**src/rtl/scc_pkg.sv**
```systemverilog
// Shared types, constants and the prescaler period table for the countdown clock.
package scc_pkg;

    localparam int MIN_W   = 8;
    localparam int SEC_W   = 6;
    localparam int CENTI_W = 7;
    localparam int RATIO_W = 3;
    localparam int PRE_W   = 8;

    localparam logic [SEC_W-1:0]   SEC_MAX   = SEC_W'(59);
    localparam logic [CENTI_W-1:0] CENTI_MAX = CENTI_W'(99);

    localparam logic [RATIO_W-1:0] RATIO_LAST = RATIO_W'(4);

    typedef enum logic
    {
        OP_TICK = 1'b0,
        OP_LOAD = 1'b1
    } opcode_t;

    typedef struct packed
    {
        logic [MIN_W-1:0]   minutes;
        logic [SEC_W-1:0]   seconds;
        logic [CENTI_W-1:0] centis;
        logic               done;
    } result_t;

    function automatic logic [PRE_W-1:0] period_for(input logic [RATIO_W-1:0] idx);
        logic [PRE_W-1:0] p;
        begin
            case (idx)
                RATIO_W'(0): p = PRE_W'(20);
                RATIO_W'(1): p = PRE_W'(16);
                RATIO_W'(2): p = PRE_W'(13);
                RATIO_W'(3): p = PRE_W'(11);
                default:     p = PRE_W'(10);
            endcase
            return p;
        end
    endfunction

endpackage

```
**src/rtl/scaled_countdown_clock.sv**
```systemverilog
// Minutes / seconds / centiseconds countdown clock driven by prescaled ticks.
//
// Input channel (in_valid / in_stall): each item is either a tick
// (opcode 0) or a load of time and speed ratio (opcode 1). Load fields are
// ignored on a tick. Output channel (out_valid / out_stall): one result item
// per input item, giving the time left and the time_up flag after that item.
//
// Each result is registered in the output register, or in the skid register
// when the output stalls. One item per cycle is taken while in_stall is low;
// the clock state and prescaler take a single counter-logic step on accept.
//
// A skid register sits behind the output register, so an item is still taken
// while a result waits on a stalled receiver; in_stall rises only when both
// the output and skid registers hold results. Results are never dropped or
// reordered.
//
// Reset (rst_n low, asynchronous) clears the time, the done flag, the ratio
// and the prescaler, and empties the output side.
module scaled_countdown_clock
(
    input  logic                          clk,
    input  logic                          rst_n,
    input  logic                          in_valid,
    output logic                          in_stall,
    input  logic                          opcode,
    input  logic [scc_pkg::MIN_W-1:0]     load_minutes,
    input  logic [scc_pkg::SEC_W-1:0]     load_seconds,
    input  logic [scc_pkg::CENTI_W-1:0]   load_centiseconds,
    input  logic [scc_pkg::RATIO_W-1:0]   load_ratio,
    output logic                          out_valid,
    input  logic                          out_stall,
    output logic [scc_pkg::MIN_W-1:0]     minutes_left,
    output logic [scc_pkg::SEC_W-1:0]     seconds_left,
    output logic [scc_pkg::CENTI_W-1:0]   centiseconds_left,
    output logic                          time_up
);
    import scc_pkg::*;

    logic [MIN_W-1:0]   min_reg,   min_next;
    logic [SEC_W-1:0]   sec_reg,   sec_next;
    logic [CENTI_W-1:0] centi_reg, centi_next;
    logic               done_reg,  done_next;
    logic [RATIO_W-1:0] ratio_reg, ratio_next;
    logic [PRE_W-1:0]   pre_reg,   pre_next;

    result_t out_reg, skid_reg, res;
    logic    out_valid_reg, skid_valid_reg;
    logic    accept;

    assign accept   = in_valid && !skid_valid_reg;
    assign in_stall = skid_valid_reg;

    always_comb
    begin
        min_next   = min_reg;
        sec_next   = sec_reg;
        centi_next = centi_reg;
        done_next  = done_reg;
        ratio_next = ratio_reg;
        pre_next   = pre_reg;
        if (opcode == OP_LOAD)
        begin
            min_next   = load_minutes;
            sec_next   = load_seconds;
            centi_next = load_centiseconds;
            ratio_next = load_ratio;
            done_next  = (load_minutes == '0) && (load_seconds == '0)
                         && (load_centiseconds == '0);
        end
        else if (pre_reg == period_for(ratio_reg))
        begin
            pre_next = '0;
            if (!done_reg)
            begin
                if (centi_reg != '0)
                begin
                    centi_next = centi_reg - CENTI_W'(1);
                end
                else if (sec_reg != '0)
                begin
                    centi_next = CENTI_MAX;
                    sec_next   = sec_reg - SEC_W'(1);
                end
                else if (min_reg != '0)
                begin
                    centi_next = CENTI_MAX;
                    sec_next   = SEC_MAX;
                    min_next   = min_reg - MIN_W'(1);
                end
                else
                begin
                    done_next = 1'b1;
                end
            end
        end
        else
        begin
            pre_next = pre_reg + PRE_W'(1);
        end
        res.minutes = min_next;
        res.seconds = sec_next;
        res.centis  = centi_next;
        res.done    = done_next;
    end

    // clock state
    always_ff @(posedge clk or negedge rst_n)
    begin
        if (!rst_n)
        begin
            min_reg   <= '0;
            sec_reg   <= '0;
            centi_reg <= '0;
            done_reg  <= 1'b0;
            ratio_reg <= '0;
            pre_reg   <= '0;
        end
        else if (accept)
        begin
            min_reg   <= min_next;
            sec_reg   <= sec_next;
            centi_reg <= centi_next;
            done_reg  <= done_next;
            ratio_reg <= ratio_next;
            pre_reg   <= pre_next;
        end
    end

    // output and skid control
    always_ff @(posedge clk or negedge rst_n)
    begin
        if (!rst_n)
        begin
            out_valid_reg  <= 1'b0;
            skid_valid_reg <= 1'b0;
        end
        else if (skid_valid_reg)
        begin
            if (!out_stall)
            begin
                skid_valid_reg <= 1'b0;
            end
        end
        else if (accept)
        begin
            if (out_valid_reg && out_stall)
            begin
                skid_valid_reg <= 1'b1;
            end
            else
            begin
                out_valid_reg <= 1'b1;
            end
        end
        else if (!out_stall)
        begin
            out_valid_reg <= 1'b0;
        end
    end

    // output and skid payload
    always_ff @(posedge clk)
    begin
        if (skid_valid_reg)
        begin
            if (!out_stall)
            begin
                out_reg <= skid_reg;
            end
        end
        else if (accept)
        begin
            if (out_valid_reg && out_stall)
            begin
                skid_reg <= res;
            end
            else
            begin
                out_reg <= res;
            end
        end
    end

    assign out_valid         = out_valid_reg;
    assign minutes_left      = out_reg.minutes;
    assign seconds_left      = out_reg.seconds;
    assign centiseconds_left = out_reg.centis;
    assign time_up           = out_reg.done;

endmodule
```
**config.mk**
```make
export PLATFORM = sky130hd
export DESIGN_NAME = scaled_countdown_clock
export DESIGN_NICKNAME = d
export VERILOG_FILES = /design/src/rtl/scc_pkg.sv /design/src/rtl/scaled_countdown_clock.sv
export SDC_FILE = /design/constraint.sdc
export NUM_CORES = 1
export LEC_CHECK = 0
export BUFFER_PORTS_ARGS = -buffer_cell sky130_fd_sc_hd__buf_2
export CAP_MARGIN = 15
export CELL_PAD_IN_SITES_DETAIL_PLACEMENT = 0
export CELL_PAD_IN_SITES_GLOBAL_PLACEMENT = 1
export CORE_UTILIZATION = 30
export CTS_BUF_LIST = sky130_fd_sc_hd__clkbuf_8
export DETAILED_ROUTE_END_ITERATION = 10
export HOLD_SLACK_MARGIN = 0.06
export PLACE_DENSITY = 0.63
export SYNTH_ARGS = -nofsm -noshare
export SYNTH_HDL_FRONTEND = slang
export SYNTH_SLANG_ARGS = --single-unit
```
**constraint.sdc**
```tcl
create_clock -name clk -period 3.55 [get_ports clk]
set_input_delay 0.1775 -clock clk [delete_from_list [all_inputs] [get_ports clk]]
set_output_delay 0.1775 -clock clk [all_outputs]
set_load 0.05 [all_outputs]
```
==> results of run 1 <==
==> final cells by class <==
class / instances / area (um^2)
inverters: 19 / 71.3
clock buffers: 10 / 138
flip-flops and latches: 79 / 2200
fillers: 1410 / 8930
multi-input cells: 307 / 2000
repair buffers: 67 / 405
well taps: 180 / 225
clock inverters: 6 / 75.1
==> cell usage in the layout (no fill, tap or decap), drive strengths merged, types with 4 or more instances in the layout <==
cell,n
nand2,43
buf,62
edfxtp,44
nand4,7
inv,22
nand2b,5
and3,7
o31ai,11
a21oi,17
nor2,29
dfrtp,35
and2,4
nand3,17
nor2b,5
a211o,4
a31oi,10
or4,6
clkbuf,10
or2,4
a21o,4
ha,5
a211oi,5
dlygate4sd3,5
nor4,8
nor3,9
mux2,16
o21ai,36
a22oi,4
or4b,5
==> tightest hold or removal path, delay by kind of cell <==
family	cells	cell delay (ns)
buf+inv	1	0.12
simple gates	1	0.09
compound gates	1	0.08
==> power by group through the flow <==
stage | registers [mW] | logic (mW) | clock network, mW
2_1_floorplan | 1.44 | 0.492 | 0
6_report | 1.30 | 0.868 | 0.737
4_1_cts | 1.30 | 0.864 | 0.763
3_5_place_dp | 1.32 | 0.858 | 0
5_1_grt | 1.33 | 0.964 | 0.794
3_3_place_gp | 1.31 | 0.847 | 0
==> metrics by stage <==
stage	total power, mW	util [%]	setup slack (ns)	area (um^2)	hold WS [ns]
floorplan	1.93	-	0.800	4380	-0.118
global placement	2.16	34.3	0.601	4820	0.360
detailed placement	2.17	34.3	0.507	4820	0.365
CTS	2.92	36.2	0.513	5080	0.0919
global route	3.09	36.4	0.343	5110	0.117
finish	2.90	36.4	0.500	5110	0.121
==> synthesized netlist by cell type (all sizes together), types with 5 or more instances <==
master / number / area, um^2
nor2: 29 / 109
o21ai: 36 / 180
clkbuf: 15 / 76.3
nor4: 8 / 56.3
buf: 6 / 38.8
or4b: 5 / 50.1
dfrtp: 35 / 876
mux2: 16 / 180
nand2: 43 / 164
edfxtp: 44 / 1320
nand4: 7 / 43.8
a31oi: 10 / 62.6
and3: 7 / 48.8
nand3: 17 / 85.1
or4: 6 / 45.0
a211oi: 5 / 52.6
o31ai: 11 / 92.6
inv: 19 / 71.3
nor3: 9 / 45.0
nand2b: 5 / 31.3
nor2b: 5 / 31.3
a21oi: 17 / 85.1
ha: 5 / 62.6
==> metal layers <==
| metal | vias up | GRT usage [%] | part of all wire (%) |
|---|---|---|---|
| li1 | 1728 | - | - |
| met3 | 11 | 4.28 | 6.0 |
| met5 | - | 0 | 0 |
| met1 | 1790 | 24.5 | 48 |
| met2 | 122 | 26.8 | 44 |
| met4 | 0 | 5.03 | 1.2 |
==> cells by family after synthesis <==
kind of cell,count (synthesis)
xor+xnor,3
compound gates,120
mux,19
flops,79
buf+inv,40
fa+ha+maj,5
simple gates,160
==> how the worst max path moves through the flow <==
stage                       startpoint              end  cells after the start
after global placement    centi_reg[0]  seconds_left[3]                      9
after CTS                 centi_reg[0]  seconds_left[3]                      9
final                     centi_reg[0]  seconds_left[3]                      9
after floorplan             sec_reg[0]  minutes_left[7]                      7
after global routing      centi_reg[0]  seconds_left[5]                      8
after detailed placement  centi_reg[0]  seconds_left[3]                      9
==> run summary, run 1 <==
The slowest stage of the critical path belongs to the cell or4b_1. The setup fix buffers added after clock tree synthesis came out at 0. The clock net in this run drives a total of 79 sinks.

The flow ran to the end, and the final reports show no timing, DRC or antenna violations. The post-synthesis share of cell area spent on and, or, nand and nor gates is 19.6%. The total via count after detailed routing came out at 3651. The placeable core region is 0.0140 mm^2.

Dividing total power by cell area gives a power density of 568 mW/mm^2. The count of cell types in the netlist came out at 74. Once placement completed, the tool counted placed cells totaling 646. The shortest clock period the worst path allows after layout is 3.05 ns. The ratio of cells with drive above 1 in the final layout is 23.4%. The die extent in y is 123 um. The number of detailed-route iterations in the first pass is 5.

After global routing the overflow that remains totals 0. The number of buffer cells added on primary ports came out at 52. The number of global-route vias before repair came to 3460.

The DRC violations left is 0. The floorplan step set the die width to 123 um. The tree is rooted in a clkbuf_8. The sink of the worst hold path is centi_reg[5]. For this design the static power due to leakage is 1.99 nW. The post-synthesis instance total is 426.

The length in cells of the worst reg-to-reg path is 9. The area share of fa/ha/maj cells after synthesis is 1.43%. The startpoint-to-endpoint class of the critical path is reg -> reg.

The number of buffers and inverters on the critical path is 2. The dominant combinational cell family by area after synthesis is simple AND/OR/NAND/NOR gates. The routability congestion estimate came out at 0.826. The number of antenna diodes in the final layout is 0.

The clock tree from TritonCTS is done. The hold buffer count at CTS came out at 5. In this run switching power makes up 37.6% of total power. VDD sags by at most 0.200 mV.

The power share of the combinational group is 29.9%. CTS built an H-tree with a depth of 3. Data arrives at the worst endpoint at 3.19 ns. The final setup TNS is 0 ns. The number of DRC markers in iteration 0 is 283. The cell area that synthesis handed to floorplanning was 0.00438 mm^2. The final max-slew violation count is 0. The number of flip-flops in the largest register came out at 22. The net switching power of the design is 1.09 mW. The worst setup path is captured at a flip-flop. The HPWL after detailed placement came out at 8.58 mm.

Setup repair after global routing left no endpoint under its margin. Clock-pin slew was measured on the worst setup and hold paths at 0.09 ns. The net count of the mapped netlist is 460. For the pin with the worst max-slew slack, the measured transition is 1.01 ns. The initial core utilization came out at 31.2%. For this run, the leading register cell type out of synthesis is edfxtp_1. The clock latency at the later pin of the worst-skew pair is 0.38 ns. The highest clock frequency the design can meet came out at 0.328 GHz. The die covers 0.0151 mm^2. Clock skew on the completed layout was measured at 0.0167 ns.

The sequential cell fraction of total power is 44.7%. The sequential fraction of the synthesis area is 50.2%. The worst slew slack as a fraction of its limit is 33.0%.

The buffer depth of the longest clock path is 2. The first-pass GRT wire length came out at 19.6 mm. For this run, the post-layout net count is 517. The mean area per synthesized cell came out at 10.3 um^2. The path class of the tightest hold or removal check is in -> reg. The number of standard cells in the final layout excluding fillers came out at 668. The destination of the worst register-to-register timing path is seconds_left[3]. The number of gates given a new drive strength after cts is 0. The number of endpoints failing setup at the final stage came out at 0. The type of origin of the critical path is a flip-flop.

In this run the most critical hold path is launched from load_centiseconds[5]. The layout-stage area growth over the synthesis result is 16.6%. The global router's overall resource usage came out at 17.6%. The data required time of the worst path is 3.69 ns.

Walking the worst path, the cells encountered are inv_1, ha_1, or4b_1, or3_1, a2111oi_4, buf_4, a31o_2, o21ai_1, mux2_2. The synthesized netlist devotes 19.2% of its cell area to compound gates. The maximum number of pins on one net before global-route repair is 53. The average via count per standard cell came out at 5.47.

The tool flagged a number of max-cap violations equal to 0. The multiplexer share of the synthesized area is 4.80%. The number of endpoints with negative hold slack in the final report was 0. The number of synthesized flops with an enable pin is 44.

The share of synthesized flip-flops with an asynchronous set or reset came out at 44.3%. The maximum cell stage delay along the critical path came out at 0.55 ns. The xor/xnor cell area share of the yosys netlist is 0.600%.

Counting instances, the worst hold path has a depth of 3. The residual antenna-violating net count after detailed routing is 0. The row count is 43. Along the worst path, the maximum fanout reaches 8. After layout, the worst path uses 85.9% of the clock period. The worst-case register-to-register setup slack is 0.50 ns. In this design, the largest share of critical-path delay is due to simple AND/OR/NAND/NOR gates.

The launching point of the worst reg2reg path is centi_reg[0]. The number of antenna violations at the first check in global routing was 0. The flip-flop and latch count after synthesis came out at 79.

The overall routed net length is 12.3 mm. The clock network is responsible for 25.4% of the overall power. The I/O pin count came out at 53. The design internal power came out at 1.81 mW. The post-detailed-route wirelength per cell is 18.4 um. The number of buffers created by CTS is 9. The total number of yosys warnings is 0.
Note: power is estimated with default switching activity, not from simulation.
==> inputs of run 2 (changes only) <==
--- a/config.mk
+++ b/config.mk
@@ -13,6 +13,7 @@
 export CTS_BUF_LIST = sky130_fd_sc_hd__clkbuf_8
 export DETAILED_ROUTE_END_ITERATION = 10
 export HOLD_SLACK_MARGIN = 0.06
+export MAX_ROUTING_LAYER = met4
 export PLACE_DENSITY = 0.63
 export SYNTH_ARGS = -nofsm -noshare
 export SYNTH_HDL_FRONTEND = slang
==> run 2 against run 1 <==
Critical path depth did not move. Fmax fell by 1.4%. First-iteration DRC count rose by 2.1%. Sequential share of layout area rose by 0.54 points. Final area fell by 1.2%. Cell count did not move. Die area did not move. Power fell by 4.7%. Global-route usage rose by 0.71 points. Hold slack improved by 0.0018 ns. Clock skew fell by 0.0081 ns. Critical path type unchanged. Largest cell class unchanged. Largest power group unchanged. Highest routed layer unchanged.
==> run summary, run 2 (same netlist as run 1, synthesis figures left out) <==
The highest net fanout along the worst path was 8 (unchanged). The origin of the worst min-delay path is load_minutes[0]. The static power due to leakage came out at 1.98 nW (-0.73%). The clock tree skew after final layout came out at 0.00859 ns (-0.00814 ns).

The number of endpoints failing setup at the final stage came out at 0 (unchanged). The global router's overall resource usage is 18.3% (+0.71 points). The worst-case setup slack after placement is 0.527 ns (+0.0206 ns).

The ratio of cells with drive above 1 in the final layout is 23.0% (-0.41 points). STA classifies the critical path startpoint as a flip-flop. The number of global-route vias before repair came out at 3496 (+1.0%).

The HPWL after detailed placement came out at 8.69 mm (+1.3%). The DRC violations left was 0 (unchanged). The length in cells of the worst reg-to-reg path came out at 9 (unchanged). The data required time of the worst path is 3.68 ns (about the same). The post-detailed-route wirelength per cell is 18.4 um (+0.36%). The buffer depth of the longest clock path is 2 (unchanged). The final design utilization came out at 35.9% (-0.45 points). The final setup TNS is 0 ns (unchanged).

The row count was 43 (unchanged). The antenna diode count came out at 0 (unchanged). The first-pass GRT wire length is 19.8 mm (+1.2%). The worst-case register-to-register setup slack came out at 0.46 ns (-0.04 ns). The count of filler cells inserted in the layout is 1429 (+1.3%).

The overall power after layout came out at 2.77 mW (-4.7%). TritonCTS built the clock tree. The tightest min-delay check is of the in -> reg type. The number of gates given a new drive strength after cts was 0 (unchanged).

The net total in the final layout is 517 (unchanged). The average via count per standard cell is 5.38 (-1.5%). The count of max-cap constraint violations is 0 (unchanged). The clock transition at the registers of the reported paths came to 0.08 ns (about the same).

The shortest clock period the worst path allows after layout was 3.09 ns (+0.0418 ns). The number of buffers created by CTS came out at 9 (unchanged). The worst setup margin came out at 0.458 ns (-0.0418 ns). The number of DRC markers in iteration 0 came out at 289 (+2.1%).

The peak supply drop is 0.161 mV (-19%). The worst setup path is of the reg -> reg kind. For hold timing, the worst endpoint is min_reg[0]. The sequential cell area in the final layout came out at 0.00220 mm^2 (unchanged). The transition time at the pin with the least slew margin is 1.11 ns (+0.102 ns).

The total overflow reported by the global router was 0 (unchanged). The post-route fraction of the period consumed by the critical path came out at 87.1% (+1.2 points). The highest clock frequency the design can meet came to 0.323 GHz (-1.4%). The area of combinational cells with multiple inputs came to 0.00200 mm^2 (unchanged). The overall die area came to 0.0151 mm^2 (unchanged). The data arrival time at the worst-slack endpoint came to 3.22 ns (+0.03 ns). The die extent in y came out at 123 um (unchanged). The worst slew slack as a fraction of its limit came out at 26.2% (-6.8 points). The maximum level of the CTS H-tree is 3 (unchanged).

The launching point of the worst reg2reg path is centi_reg[0]. The commonest non-fill, non-tap cell in the layout is buf_2. The number of antenna violations at the first check in global routing is 0 (unchanged). The number of buffer cells added on primary ports is 52 (unchanged). The initial core utilization is 31.2% (unchanged).

The layout-stage area growth over the synthesis result came out at 15.2%. The number of detailed-route iterations in the first pass is 5 (unchanged). The overall routed net length came out at 12.3 mm (+0.36%). The routability congestion estimate is 0.846 (+2.4%).

The I/O pin count is 53 (unchanged). The clock latency at the later pin of the worst-skew pair is 0.38 ns (about the same). The maximum number of pins on one net before global-route repair is 40 (-25%). The die width came to 123 um (unchanged). The run finished with clean final reports.

The number of stages on the worst hold path came to 3 (unchanged). The total via count after detailed routing was 3596 (-1.5%). The placeable core region came out at 0.0140 mm^2 (unchanged). The number of endpoints with negative hold slack in the final report is 0 (unchanged). The power density over cell area came out at 548 mW/mm^2 (-3.5%). In the layout the commonest cells are buf_2, edfxtp_1, nand2_1. The tree is rooted in a clkbuf_8.

The final max-slew violation count was 0 (unchanged). The worst setup path is captured at a flip-flop. The number of flip-flops in the largest register is 22 (unchanged).

The number of clock sinks seen by CTS came out at 79 (unchanged). Setup repair after global routing left no endpoint under its margin. The destination of the worst register-to-register timing path is seconds_left[3].

The residual antenna-violating net count after detailed routing is 0 (unchanged). Tracing the worst setup path back leads to its startpoint at centi_reg[0].
## run 2: what timing repair did
action,in CTS,in global routing
hold endpoints to repair,39,0
endpoints found under the setup margin,0,0
buffers inserted,0,0
hold buffers,5,0
## run 2: power breakdown
group          internal [mW]  switching [mW]  total (mW)  leakage (nW)
sequential              1.15           0.145        1.30         0.842
clock                  0.266           0.345       0.611        0.0984
combinational          0.296           0.560       0.856          1.04
total                   1.72            1.05        2.77          1.98
## run 2: cell type report
| class | count | area share (%) |
|---|---|---|
| sequential | 79 | 43.6 |
| multi-input combinational | 307 | 39.6 |
| clock buffer | 10 | 2.73 |
| inverter | 19 | 1.41 |
| timing repair buffer | 67 | 7.64 |
| tap | 180 | 4.46 |
| clock inverter | 6 | 0.620 |
## run 2: worst max-delay path: stages (launching register included)
cell	delay [ns]
dfrtp_1	0.41
inv_1	0.09
ha_1	0.20
or4b_1	0.55
or3_1	0.40
a2111oi_4	0.45
buf_4	0.25
a31o_2	0.15
o21ai_1	0.08
mux2_2	0.27
## run 2: worst max path at each step
stage | depth (start not counted) | endpoint | slack [ns]
final | 9 | seconds_left[3] | 0.46
after global routing | 9 | seconds_left[3] | 0.29
after CTS | 9 | seconds_left[3] | 0.47
after detailed placement | 9 | seconds_left[3] | 0.53
after global placement | 9 | seconds_left[3] | 0.61
after floorplan | 7 | minutes_left[7] | 0.80
## run 2: metal layers
metal  global-route usage [%]  wire, um
met3                     2.88       691
met5                        -         0
met1                     25.5      6020
met2                     26.1      5420
met4                     7.39       189
## run 2: metrics by stage
stage / area (um^2) / hold WS, ns / cells
floorplan: 4380 / -0.118 / 426
CTS: 5040 / 0.0988 / 668
finish: 5040 / 0.123 / 668
global route: 5040 / 0.112 / 668
global placement: 4830 / 0.375 / 647
detailed placement: 4830 / 0.370 / 647
